--- src/rtl/fca_pkg.sv ---
package fca_pkg;

  // Field widths of the item payloads
  localparam int unsigned FCA_MODE_W = 3;
  localparam int unsigned FCA_BLK_W  = 12;
  localparam int unsigned FCA_CNT_W  = 12;
  localparam int unsigned FCA_LINK_W = 16;
  localparam int unsigned FCA_ST_W   = 2;

  // Table geometry and link codes
  localparam int unsigned NUM_BLOCKS_DEF  = 4096;
  localparam int unsigned RESERVED_LAST   = 5;
  localparam logic [FCA_LINK_W-1:0] LINK_FREE = 16'h0000;
  localparam logic [FCA_LINK_W-1:0] LINK_END  = 16'hFFFF;
  localparam logic [FCA_BLK_W-1:0]  FIRST_ALLOC_RST = 12'd6;

  typedef enum logic [FCA_MODE_W-1:0] {
    MODE_ALLOC  = 3'd0,
    MODE_FREE   = 3'd1,
    MODE_WALK   = 3'd2,
    MODE_LAST   = 3'd3,
    MODE_EXTEND = 3'd4,
    MODE_READ   = 3'd5,
    MODE_WRITE  = 3'd6,
    MODE_FORMAT = 3'd7
  } mode_e;

  typedef enum logic [FCA_ST_W-1:0] {
    ST_OK      = 2'd0,
    ST_NO_FREE = 2'd1,
    ST_BROKEN  = 2'd2,
    ST_LIMIT   = 2'd3
  } status_e;

  typedef struct packed {
    mode_e                 mode;
    logic [FCA_BLK_W-1:0]  block;
    logic [FCA_CNT_W-1:0]  count;
    logic [FCA_LINK_W-1:0] link_value;
  } fca_in_t;

  typedef struct packed {
    logic [FCA_LINK_W-1:0] result_block;
    status_e               status;
  } fca_out_t;

  // Datapath selects
  typedef enum logic [1:0] {
    WA_CUR   = 2'd0,
    WA_SCAN  = 2'd1,
    WA_SWEEP = 2'd2
  } waddr_sel_e;

  typedef enum logic [2:0] {
    WD_ZERO = 3'd0,
    WD_END  = 3'd1,
    WD_VAL  = 3'd2,
    WD_SCAN = 3'd3,
    WD_FMT  = 3'd4
  } wdata_sel_e;

  typedef enum logic {
    RA_CUR  = 1'b0,
    RA_SCAN = 1'b1
  } raddr_sel_e;

  typedef enum logic [2:0] {
    RS_ZERO  = 3'd0,
    RS_BLK   = 3'd1,
    RS_CUR   = 3'd2,
    RS_RDATA = 3'd3,
    RS_SCAN  = 3'd4,
    RS_VAL   = 3'd5
  } res_sel_e;

  // Controller to datapath
  typedef struct packed {
    logic       load;
    logic       mem_we;
    waddr_sel_e waddr_sel;
    wdata_sel_e wdata_sel;
    raddr_sel_e raddr_sel;
    logic       cur_adv;
    logic       scan_init;
    logic       scan_adv;
    logic       sweep_adv;
    logic       res_we;
    res_sel_e   res_sel;
    status_e    st_val;
    logic       out_load;
  } fca_cmd_t;

  // Datapath to controller
  typedef struct packed {
    mode_e in_mode;
    logic  in_range;
    mode_e mode;
    logic  scan_end;
    logic  walk_done;
    logic  walk_lim;
    logic  v_zero;
    logic  v_end;
    logic  v_broken;
    logic  sweep_last;
    logic  out_free;
  } fca_stat_t;

endpackage

--- src/rtl/fca_ctrl.sv ---
module fca_ctrl (
  input  logic               clk_i,
  input  logic               rst_ni,
  input  logic               in_valid_i,
  output logic               in_ready_o,
  input  fca_pkg::fca_stat_t stat_i,
  output fca_pkg::fca_cmd_t  cmd_o
);

  typedef enum logic [9:0] {
    S_INIT  = 10'b0000000001,
    S_IDLE  = 10'b0000000010,
    S_WRD   = 10'b0000000100,
    S_WEV   = 10'b0000001000,
    S_SRD   = 10'b0000010000,
    S_SEV   = 10'b0000100000,
    S_LINK  = 10'b0001000000,
    S_ENTRY = 10'b0010000000,
    S_FMT   = 10'b0100000000,
    S_RESP  = 10'b1000000000
  } state_e;

  state_e state_q, state_d;

  always_ff @(posedge clk_i or negedge rst_ni) begin
    if (!rst_ni) begin
      state_q <= S_INIT;
    end else begin
      state_q <= state_d;
    end
  end

  always_comb begin
    state_d    = state_q;
    cmd_o      = '0;
    in_ready_o = 1'b0;
    case (state_q)
      // Clear the table after reset, one entry a cycle
      S_INIT: begin
        cmd_o.mem_we    = 1'b1;
        cmd_o.waddr_sel = fca_pkg::WA_SWEEP;
        cmd_o.wdata_sel = fca_pkg::WD_ZERO;
        cmd_o.sweep_adv = 1'b1;
        if (stat_i.sweep_last) state_d = S_IDLE;
      end
      // Take an item and dispatch on its mode
      S_IDLE: begin
        in_ready_o = 1'b1;
        if (in_valid_i) begin
          cmd_o.load = 1'b1;
          if (stat_i.in_mode == fca_pkg::MODE_ALLOC) begin
            cmd_o.scan_init = 1'b1;
            state_d         = S_SRD;
          end else if (stat_i.in_mode == fca_pkg::MODE_FORMAT) begin
            state_d = S_FMT;
          end else if (!stat_i.in_range) begin
            cmd_o.res_we  = 1'b1;
            cmd_o.st_val  = fca_pkg::ST_BROKEN;
            cmd_o.res_sel = (stat_i.in_mode == fca_pkg::MODE_READ ||
                             stat_i.in_mode == fca_pkg::MODE_WRITE) ?
                            fca_pkg::RS_ZERO : fca_pkg::RS_BLK;
            state_d       = S_RESP;
          end else if (stat_i.in_mode == fca_pkg::MODE_WRITE) begin
            state_d = S_ENTRY;
          end else begin
            state_d = S_WRD;
          end
        end
      end
      // Check the step limits and read the current entry
      S_WRD: begin
        cmd_o.raddr_sel = fca_pkg::RA_CUR;
        cmd_o.res_sel   = (stat_i.mode == fca_pkg::MODE_FREE) ?
                          fca_pkg::RS_ZERO : fca_pkg::RS_CUR;
        if (stat_i.mode == fca_pkg::MODE_WALK && stat_i.walk_done) begin
          cmd_o.res_we = 1'b1;
          cmd_o.st_val = fca_pkg::ST_OK;
          state_d      = S_RESP;
        end else if (stat_i.mode != fca_pkg::MODE_READ && stat_i.walk_lim) begin
          cmd_o.res_we = 1'b1;
          cmd_o.st_val = fca_pkg::ST_LIMIT;
          state_d      = S_RESP;
        end else begin
          state_d = S_WEV;
        end
      end
      // Act on the link just read
      S_WEV: begin
        case (stat_i.mode)
          fca_pkg::MODE_READ: begin
            cmd_o.res_we  = 1'b1;
            cmd_o.res_sel = fca_pkg::RS_RDATA;
            cmd_o.st_val  = fca_pkg::ST_OK;
            state_d       = S_RESP;
          end
          fca_pkg::MODE_FREE: begin
            cmd_o.res_sel = fca_pkg::RS_ZERO;
            if (stat_i.v_zero) begin
              cmd_o.res_we = 1'b1;
              cmd_o.st_val = fca_pkg::ST_BROKEN;
              state_d      = S_RESP;
            end else begin
              // free this entry, then stop on an end mark or a bad link
              cmd_o.mem_we    = 1'b1;
              cmd_o.waddr_sel = fca_pkg::WA_CUR;
              cmd_o.wdata_sel = fca_pkg::WD_ZERO;
              if (stat_i.v_end) begin
                cmd_o.res_we = 1'b1;
                cmd_o.st_val = fca_pkg::ST_OK;
                state_d      = S_RESP;
              end else if (stat_i.v_broken) begin
                cmd_o.res_we = 1'b1;
                cmd_o.st_val = fca_pkg::ST_BROKEN;
                state_d      = S_RESP;
              end else begin
                cmd_o.cur_adv = 1'b1;
                state_d       = S_WRD;
              end
            end
          end
          fca_pkg::MODE_WALK: begin
            cmd_o.res_sel = fca_pkg::RS_CUR;
            if (stat_i.v_end || stat_i.v_broken) begin
              cmd_o.res_we = 1'b1;
              cmd_o.st_val = fca_pkg::ST_BROKEN;
              state_d      = S_RESP;
            end else begin
              cmd_o.cur_adv = 1'b1;
              state_d       = S_WRD;
            end
          end
          default: begin
            // find last, and the tail search of extend
            cmd_o.res_sel = fca_pkg::RS_CUR;
            if (stat_i.v_end) begin
              if (stat_i.mode == fca_pkg::MODE_EXTEND) begin
                cmd_o.scan_init = 1'b1;
                state_d         = S_SRD;
              end else begin
                cmd_o.res_we = 1'b1;
                cmd_o.st_val = fca_pkg::ST_OK;
                state_d      = S_RESP;
              end
            end else if (stat_i.v_broken) begin
              cmd_o.res_we = 1'b1;
              cmd_o.st_val = fca_pkg::ST_BROKEN;
              state_d      = S_RESP;
            end else begin
              cmd_o.cur_adv = 1'b1;
              state_d       = S_WRD;
            end
          end
        endcase
      end
      // Read the next candidate of the free scan
      S_SRD: begin
        cmd_o.raddr_sel = fca_pkg::RA_SCAN;
        if (stat_i.scan_end) begin
          cmd_o.res_we  = 1'b1;
          cmd_o.res_sel = fca_pkg::RS_ZERO;
          cmd_o.st_val  = fca_pkg::ST_NO_FREE;
          state_d       = S_RESP;
        end else begin
          state_d = S_SEV;
        end
      end
      // Claim a free entry or advance the scan
      S_SEV: begin
        if (stat_i.v_zero) begin
          cmd_o.mem_we    = 1'b1;
          cmd_o.waddr_sel = fca_pkg::WA_SCAN;
          cmd_o.wdata_sel = fca_pkg::WD_END;
          cmd_o.res_we    = 1'b1;
          cmd_o.res_sel   = fca_pkg::RS_SCAN;
          cmd_o.st_val    = fca_pkg::ST_OK;
          state_d         = (stat_i.mode == fca_pkg::MODE_EXTEND) ? S_LINK : S_RESP;
        end else begin
          cmd_o.scan_adv = 1'b1;
          state_d        = S_SRD;
        end
      end
      // Link the old tail to the new block
      S_LINK: begin
        cmd_o.mem_we    = 1'b1;
        cmd_o.waddr_sel = fca_pkg::WA_CUR;
        cmd_o.wdata_sel = fca_pkg::WD_SCAN;
        state_d         = S_RESP;
      end
      S_ENTRY: begin
        cmd_o.mem_we    = 1'b1;
        cmd_o.waddr_sel = fca_pkg::WA_CUR;
        cmd_o.wdata_sel = fca_pkg::WD_VAL;
        cmd_o.res_we    = 1'b1;
        cmd_o.res_sel   = fca_pkg::RS_VAL;
        cmd_o.st_val    = fca_pkg::ST_OK;
        state_d         = S_RESP;
      end
      // Rewrite the whole table, reserved blocks as chain ends
      S_FMT: begin
        cmd_o.mem_we    = 1'b1;
        cmd_o.waddr_sel = fca_pkg::WA_SWEEP;
        cmd_o.wdata_sel = fca_pkg::WD_FMT;
        cmd_o.sweep_adv = 1'b1;
        if (stat_i.sweep_last) begin
          cmd_o.res_we  = 1'b1;
          cmd_o.res_sel = fca_pkg::RS_ZERO;
          cmd_o.st_val  = fca_pkg::ST_OK;
          state_d       = S_RESP;
        end
      end
      // Hand the result to the output register once it is free
      S_RESP: begin
        if (stat_i.out_free) begin
          cmd_o.out_load = 1'b1;
          state_d        = S_IDLE;
        end
      end
      default: begin
        state_d = S_INIT;
      end
    endcase
  end

endmodule

--- config.mk ---
export PLATFORM = sky130hd
export DESIGN_NAME = fca_ctrl
export DESIGN_NICKNAME = d
export VERILOG_FILES = /design/src/rtl/fca_pkg.sv /design/src/rtl/fca_ctrl.sv
export SDC_FILE = /design/constraint.sdc
export NUM_CORES = 1
export LEC_CHECK = 0
export BUFFER_PORTS_ARGS = -buffer_cell sky130_fd_sc_hd__buf_2
export CAP_MARGIN = 20
export CELL_PAD_IN_SITES_DETAIL_PLACEMENT = 1
export CELL_PAD_IN_SITES_GLOBAL_PLACEMENT = 1
export CORE_ASPECT_RATIO = 1.75
export CORE_MARGIN = 2
export CORE_UTILIZATION = 37
export DETAILED_ROUTE_END_ITERATION = 10
export HOLD_SLACK_MARGIN = 0.05
export PLACE_DENSITY = 0.91
export SLEW_MARGIN = 20
export SYNTH_ARGS = -nofsm -noshare
export SYNTH_HDL_FRONTEND = slang
export SYNTH_SLANG_ARGS = --single-unit
--- constraint.sdc ---
create_clock -name clk_i -period 6.4 [get_ports clk_i]
set_clock_uncertainty 0.05 [all_clocks]
set_input_delay 0 -clock clk_i [delete_from_list [all_inputs] [get_ports clk_i]]
set_output_delay 0 -clock clk_i [all_outputs]
set_load 0.05 [all_outputs]
# ---- Word level (Yosys, flattened, before mapping)
# Index checks and enable logic that the tools add are counted.
dict set report totals {
  word_cells 103
  output_inout_bits 20
  memories 0
  regBits 10
  latch_bits 0
  mem_bits_ro 0
  ramBits 0
  inputBits 18
}
dict set report op_classes {
  div_mod_pow 0
  shift 0
  multipliers 0
  order_cmp 0
  bitwise 0
  mux 71
  addsub 0
  reduce_logical 9
  n_eq_ne 22
}
# operator n
set op_table {}
lappend op_table {{10-bit two-way mux} 18}
lappend op_table {{10-bit one-hot mux with 9 select lines} 1}
lappend op_table {{6-bit two-way mux} 10}
lappend op_table {{6-bit one-hot mux with 7 select lines} 1}
lappend op_table {{6-bit one-hot mux with 6 select lines} 1}
lappend op_table {{10-bit one-hot mux with 3 select lines} 1}
lappend op_table {{1-bit two-way mux} 28}
lappend op_table {{6-bit one-hot mux with 3 select lines} 1}
lappend op_table {{3-bit == test, second input constant} 5}
lappend op_table {{2-bit two-way mux} 7}
lappend op_table {{10-bit by 1-bit == test with 1-bit output, second input constant} 1}
lappend op_table {{10-bit == test, second input constant} 1}
lappend op_table {{10-bit by 2-bit == test with 1-bit output, second input constant} 1}
lappend op_table {{10-bit by 3-bit == test with 1-bit output, second input constant} 1}
lappend op_table {{10-bit by 4-bit == test with 1-bit output, second input constant} 1}
lappend op_table {{10-bit by 5-bit == test with 1-bit output, second input constant} 1}
lappend op_table {{10-bit by 6-bit == test with 1-bit output, second input constant} 1}
lappend op_table {{10-bit by 7-bit == test with 1-bit output, second input constant} 1}
lappend op_table {{10-bit by 8-bit == test with 1-bit output, second input constant} 1}
lappend op_table {{10-bit by 9-bit == test with 1-bit output, second input constant} 1}
lappend op_table {{8-bit two-way mux} 1}
lappend op_table {{2-bit inequality test, second input constant} 4}
lappend op_table {{4-bit AND reduction} 1}
lappend op_table {{2-bit OR reduction} 2}
lappend op_table {{9 further kinds} 11}

# ---- Longest topological paths before layout
# Gate-level depths: netlist (run 1).
dict set report depth {
  depth_word 8
  depth_mapped 8
  depth_no_buf 7
}

# ---- Least setup slack after synthesis (run 1)
# No wires, ideal clock.
dict set report synth_path {
  kind {register to output}
  startpoint {reg state_q[6]}
  endpoint {out cmd_o[6] in the netlist's numbering}
  stages_incl_launch_ff 7
  required_ns 6.350
  path_buffers 1
  path_slack_ns 2.788
  t_arrival_ns 3.562
  cell_sequence {dfrtp_1 > buf_6 > or4_4 > nor4b_1 > nand2_1 > nand3_1 > a211o_1}
}
# item line
set synth_lines {}
lappend synth_lines {{start: declaration} fca_ctrl.sv:23} ;# state_e state_q, state_d;
lappend synth_lines {{start signal: assignment} fca_ctrl.sv:29} ;# state_q <= state_d;
lappend synth_lines {{end: declaration} fca_ctrl.sv:7} ;# output fca_pkg::fca_cmd_t cmd_o

# ---- Final worst setup path (run 1)
dict set report layout_path {
  startpoint {reg state_q[8]}
  endpoint {reg state_q[7]}
}
dict set report layout_via {
  elab_chain_len 3
  word_cells_on_any_way 17
  classes_between {14 x eq/ne; 1 x mux; 2 x reduce/logical}
}
# item line
set layout_rtl {}
lappend layout_rtl {{10-bit by 8-bit == test with 1-bit output (tied with other cells)} fca_ctrl.sv:37} ;# case (state_q)
lappend layout_rtl {{2-bit OR reduction (no source line) / 2-bit inequality test (equally long branches)} -}
lappend layout_rtl {{10-bit one-hot mux with 9 select lines / 4-bit AND reduction (equally long branches)} -}
# Parallel ways exist; a longest one is shown, timed or not.
# A chain may end at the register's enable or synchronous reset.

==> flow_summary.toml, run 1 <==
[clock_tree]
cts_tree = "done"
cts_resized = 0
clkTransAtPathRegs_ps = 50
clock-sinks = 10
root_buffer = "clkbuf_8"
cts.path.max_buffers = 2
htreeDepth = 1
cts_inserted_buffers = 3
clk_latency_ps = 250

[yosys]
synth-edff-count = 0
synthMuxAreaShare = 0
ys_top_cells_by_area = "dfrtp_1 (20%), nand2_1 (5.7%), o21ai_0 (4.5%)"
synth_common_cells = "nand2_1 (17), nor2_1 (12), o21ai_0 (10)"
synth-warning-count = 0
synthSimpleGateAreaFrac = 0.4381
synth-compound-area-share = 0.2274
ys_ff_latch = 10
syn_nets = 175
synthArstFlopShare = 1.000
ys.flop_type = "dfrtp_1"
syn_area_per_cell_sq_um = 7.149
synth_xor_xnor_area_share = 0.03902
synth_top_family_by_area = "simple AND/OR/NAND/NOR gates"
synthesis.area_sq_mm = 0.001122
yosysTopAreaCellShare = 0.2007
yosysMostFrequentCell = "nand2_1"
syn-instance-count = 157
synthDistinctLibCells = 49
synth-adder-area-share = 0
synth_top_cell_by_area = "dfrtp_1"
ys_seq_area_frac = 0.2241

[hold_path]
min_path_type = "in -> reg"
holdPathStages = 4
hp-start = "stat_i[14]"

[floorplanning]
die_w_microns = 45.64
die_area_sq_mm = 0.003508
rows = 26
core_area_sq_mm = 0.002895
die_h_microns = 76.86
io_pins = 38
start_util = 0.3876

[run]
drv_cap = 0

[drt]
drc_errors = 0
first_pass_iters = 4
vias = 1440
dr.first_iter.drc_count = 43
routed_via_density = 6.372
routedWlPerCell_microns = 19.58
antenna_left = 0
routed_wl_microns = 4426

[timing]
slew_headroom = 0.5472
slew_viol_final = 0
max_freq_mhz = 362.3
tightestPinTransition_ps = 673.0
period_minus_slack_ps = 2760
final-hold-violation-count = 0
period_share = 0.4313
finalSetupViolCount = 0
rsz0062_at_grt = "false"
setup_tns_ps = 0

[final_layout]
fin_nets = 217
syn_to_final_growth_pct = 28.09
top_regs = "state_q x10"
n_antenna_cell = 0
drive_above_1_share = 0.2576
largest_reg_flops = 10
top_register = "state_q"
fin_util = 0.4965

[place]
buffer_ports.inserted = 37
hpwl_microns = 3400
gp_congestion = 0.9233

[global_route]
grt_max_degree = 17
grt_pass1_vias = 1551
gr-total-overflow = 0
grt_pass1_wl_microns = 7203
antenna_found_initial = 0
grt.total_usage = 0.2792

[worst_setup_path]
required_ps = 6480
crit_start = "state_q[8]"
start_kind = "register"
worst-setup-path-type = "reg -> reg"
endpoint_kind = "register"
r2r_start = "state_q[8]"
worstPathMaxFanout = 13
r2r_setup_slack_ps = 3640
arrival_ps = 2840
reg2reg_depth = 5

[power]
peakVddDrop_mv = 0.1227
power_density_mw_per_mm2 = 310.9
p_leak_nw = 0.7234

[run_status]
status = "finished, final reports clean"
what timing repair did:
item                                   in CTS  in global routing
hold buffers                                7                  0
setup buffers                               0                  0
endpoints found under the hold margin      15                  0
per-stage QoR:
stage	cells	hold WS, ps	instance area [sq um]	power (W)	setup slack [ps]
after floorplan	157	-345.6	1122	0.0002854	2788
after global placement	215	-181.9	1313	0.0003450	4045
after detailed placement	215	-172.0	1313	0.0003573	3997
after CTS	226	64.96	1438	0.0004479	3667
after global routing	226	78.23	1438	0.0004725	3558
final	226	69.60	1438	0.0004470	3640
metal layers:
layer  track usage  up-vias  part of all wire
li1              -      664                 -
met1        0.2576      679              0.34
met2        0.4901       69              0.55
met3       0.04000       28             0.043
met4        0.2265        0             0.073
met5             0        -                 0
logic make-up (layout without fill, tap and decap cells):
logic type                after synthesis  in the layout
xor gates and xnor gates                5              5
buffers and inverters                  18             59
AOI/OAI and AO/OA                      37             37
DFF                                    10             10
and+or+nand+nor                        87             87
path summary, 6_finish.rpt:
check / end
max: state_q[7]
min: state_q[4]
max reg2reg: state_q[7]
min reg2reg: state_q[0]
max in group asynchronous: state_q[0]
min in group asynchronous: state_q[8]
critical path: stages, from the launching register on:
cell,delay [ps]
dfrtp_1,510
or3_1,440
or3b_1,460
o32ai_2,500
nor4_1,100
dlygate4sd3_1,570
cell type report:
type	instances	area (sq um)
Clock buffer	4	55.05
Fill cell	369	1458
Inverter	10	42.54
Multi-Input combinational cell	129	790.8
Sequential cell	10	251.5
Tap cell	28	35.03
Timing Repair Buffer	45	262.8
where the power goes:
| group | internal [W] | switching [W] |
|---|---|---|
| Clock | 0.0000545 | 0.0000298 |
| Sequential | 0.0000749 | 0.0000302 |
| Combinational | 0.0000843 | 0.000173 |
layout by cell type, fill, tap and decap left out, drive strengths merged, types with 4 or more instances in the layout:
cell type    count
clkbuf           4
nor2            12
nand3b           4
o211ai           4
dfrtp            9
dlygate4sd3      7
nand2b           5
nor3             7
a21oi            6
buf             38
nand3            9
inv              9
o21ai           10
nor2b            5
xor2             4
nand2           17
No activity file was read; power rests on OpenSTA's default activity.
==> inputs of run 2 (changes only) <==
CORE_UTILIZATION = 35   (was 37)
PLACE_DENSITY = 0.87   (was 0.91)
clock period = 2.8 ns   (was 6.4 ns; I/O delays follow)
==> flow_summary.toml, run 2 (synthesis results as in run 1) <==
[drt]
routedWlPerCell_microns = 19.30
first_pass_iters = 4
drc_errors = 0
vias = 1501
dr.first_iter.drc_count = 50
antenna_left = 0
routed_via_density = 6.202
routed_wl_microns = 4670

[timing]
period_share = 0.9590
period_minus_slack_ps = 2685
slew_headroom = 0.6326
setup_tns_ps = 0
rsz0062_at_grt = "false"
slew_viol_final = 0
final-hold-violation-count = 0
max_freq_mhz = 372.4
tightestPinTransition_ps = 546.0
finalSetupViolCount = 0
hold_ws_ps = 80.35

[worst_setup_path]
endpoint_kind = "register"
arrival_ps = 2760
start_kind = "register"
reg2reg_depth = 5
cp_top_family = "simple AND/OR/NAND/NOR gates"
cp_cell_sequence = "or3_1, or3b_1, o32ai_4, nor4_1, dlygate4sd3_1"
r2r_start = "state_q[8]"
worst-setup-path-type = "reg -> reg"
r2r_setup_slack_ps = 110
critical-path-slowest-cell = "dlygate4sd3_1"
worstPathMaxFanout = 13
r2r-end = "state_q[7]"
required_ps = 2870
critPathBufInv = 1
slowest_delay_ps = 560

[floorplanning]
die_w_microns = 46.81
rows = 27
core_area_sq_mm = 0.003108
io_pins = 38
die_area_sq_mm = 0.003693
start_util = 0.3611
die_h_microns = 78.91

[clock_tree]
cts_inserted_buffers = 3
clkTransAtPathRegs_ps = 50
clock-sinks = 10
htreeDepth = 1
root_buffer = "clkbuf_8"
cts.path.max_buffers = 2
cts_tree = "done"
clk_latency_ps = 240

[final_layout]
top_regs = "state_q x10"
fill_cells = 424
final_common_cell = "buf_2"
mostFrequentLayoutCells = "buf_2 (37), nand2_1 (17), nor2_1 (12)"
n_antenna_cell = 0
fin_util = 0.4767
top_register = "state_q"
syn_to_final_growth_pct = 32.00
drive_above_1_share = 0.2663
fin_nets = 218
largest_reg_flops = 10

[power]
power_density_mw_per_mm2 = 709.7
peakVddDrop_mv = 0.3402
p_leak_nw = 0.7294

[global_route]
grt_max_degree = 17
gr-total-overflow = 0
grt.total_usage = 0.2809
grt_pass1_wl_microns = 7417
grt_pass1_vias = 1597
antenna_found_initial = 0

[place]
buffer_ports.inserted = 37
hpwl_microns = 3684
gp_congestion = 0.8936

[hold_path]
holdPathStages = 4
min_path_type = "in -> reg"
min_to = "state_q[4]"
hp-start = "stat_i[14]"

[run]
drv_cap = 0

[run_status]
status = "finished, final reports clean"
## run 2: changes by cell type in the layout (fill, tap and decap cells not counted)
cell     before  now
o32ai_4       0    1
nor4b_2       0    1
o21ai_1       0    1
o21ai_0      10    9
nor4b_1       1    0
o32ai_2       1    0
buf_4         1    2
## run 2: through the flow
step | area, sq um | power (W) | cells | setup WS, ps
2_1_floorplan | 1129 | 0.0006550 | 157 | 15.78
5_1_grt | 1481 | 0.001111 | 242 | 36.69
3_5_place_dp | 1345 | 0.0008346 | 231 | 347.7
4_1_cts | 1470 | 0.001033 | 242 | 47.38
3_3_place_gp | 1345 | 0.0008013 | 231 | 438.9
6_report | 1481 | 0.001051 | 242 | 114.9
## run 2: per-layer routing
metal  track usage  wire, microns  up-vias
met5             0              0        -
met3       0.04773            182       35
met4        0.2361            427        0
li1              -              -      671
met1        0.2335           1468      722
met2        0.5110           2591       73
## run 2: layout make-up
| class | instances | area, sq um | share of cell area |
|---|---|---|---|
| Multi-Input combinational cell | 129 | 808.3 | 0.5456 |
| Timing Repair Buffer | 46 | 270.3 | 0.1824 |
| Sequential cell | 10 | 251.5 | 0.1698 |
| Clock buffer | 4 | 55.05 | 0.03716 |
| Tap cell | 43 | 53.80 | 0.03632 |
| Inverter | 10 | 42.54 | 0.02872 |
## run 2: worst max-delay path by stage
stage | from | end | depth (start not counted)
final | state_q[8] | state_q[7] | 5
after global routing | state_q[8] | state_q[7] | 5
after CTS | state_q[8] | state_q[7] | 5
after detailed placement | state_q[7] | state_q[9] | 7
after global placement | state_q[7] | state_q[9] | 7
after floorplan | state_q[6] | cmd_o[6] | 6
## run 2: tightest hold or removal path: cells and delay by family
family,cells,cell delay [ps]
and+or+nand+nor,2,130
buffers and inverters,1,110
AOI/OAI and AO/OA,1,70
## run 2: repair_timing
item | 4_1_cts | 5_1_grt
resized for setup | 0 | 1
hold buffers | 7 | 0
setup buffers | 0 | 0
endpoints found under the setup margin | 0 | 1
hold endpoints to repair | 15 | 0
## run 2: power by group
| group | leakage (nW) | internal, W | switching (W) | total, W |
|---|---|---|---|---|
| Clock | 0.0288 | 0.000124 | 0.0000625 | 0.000187 |
| Sequential | 0.134 | 0.000172 | 0.0000543 | 0.000226 |
| Combinational | 0.566 | 0.000208 | 0.000430 | 0.000639 |
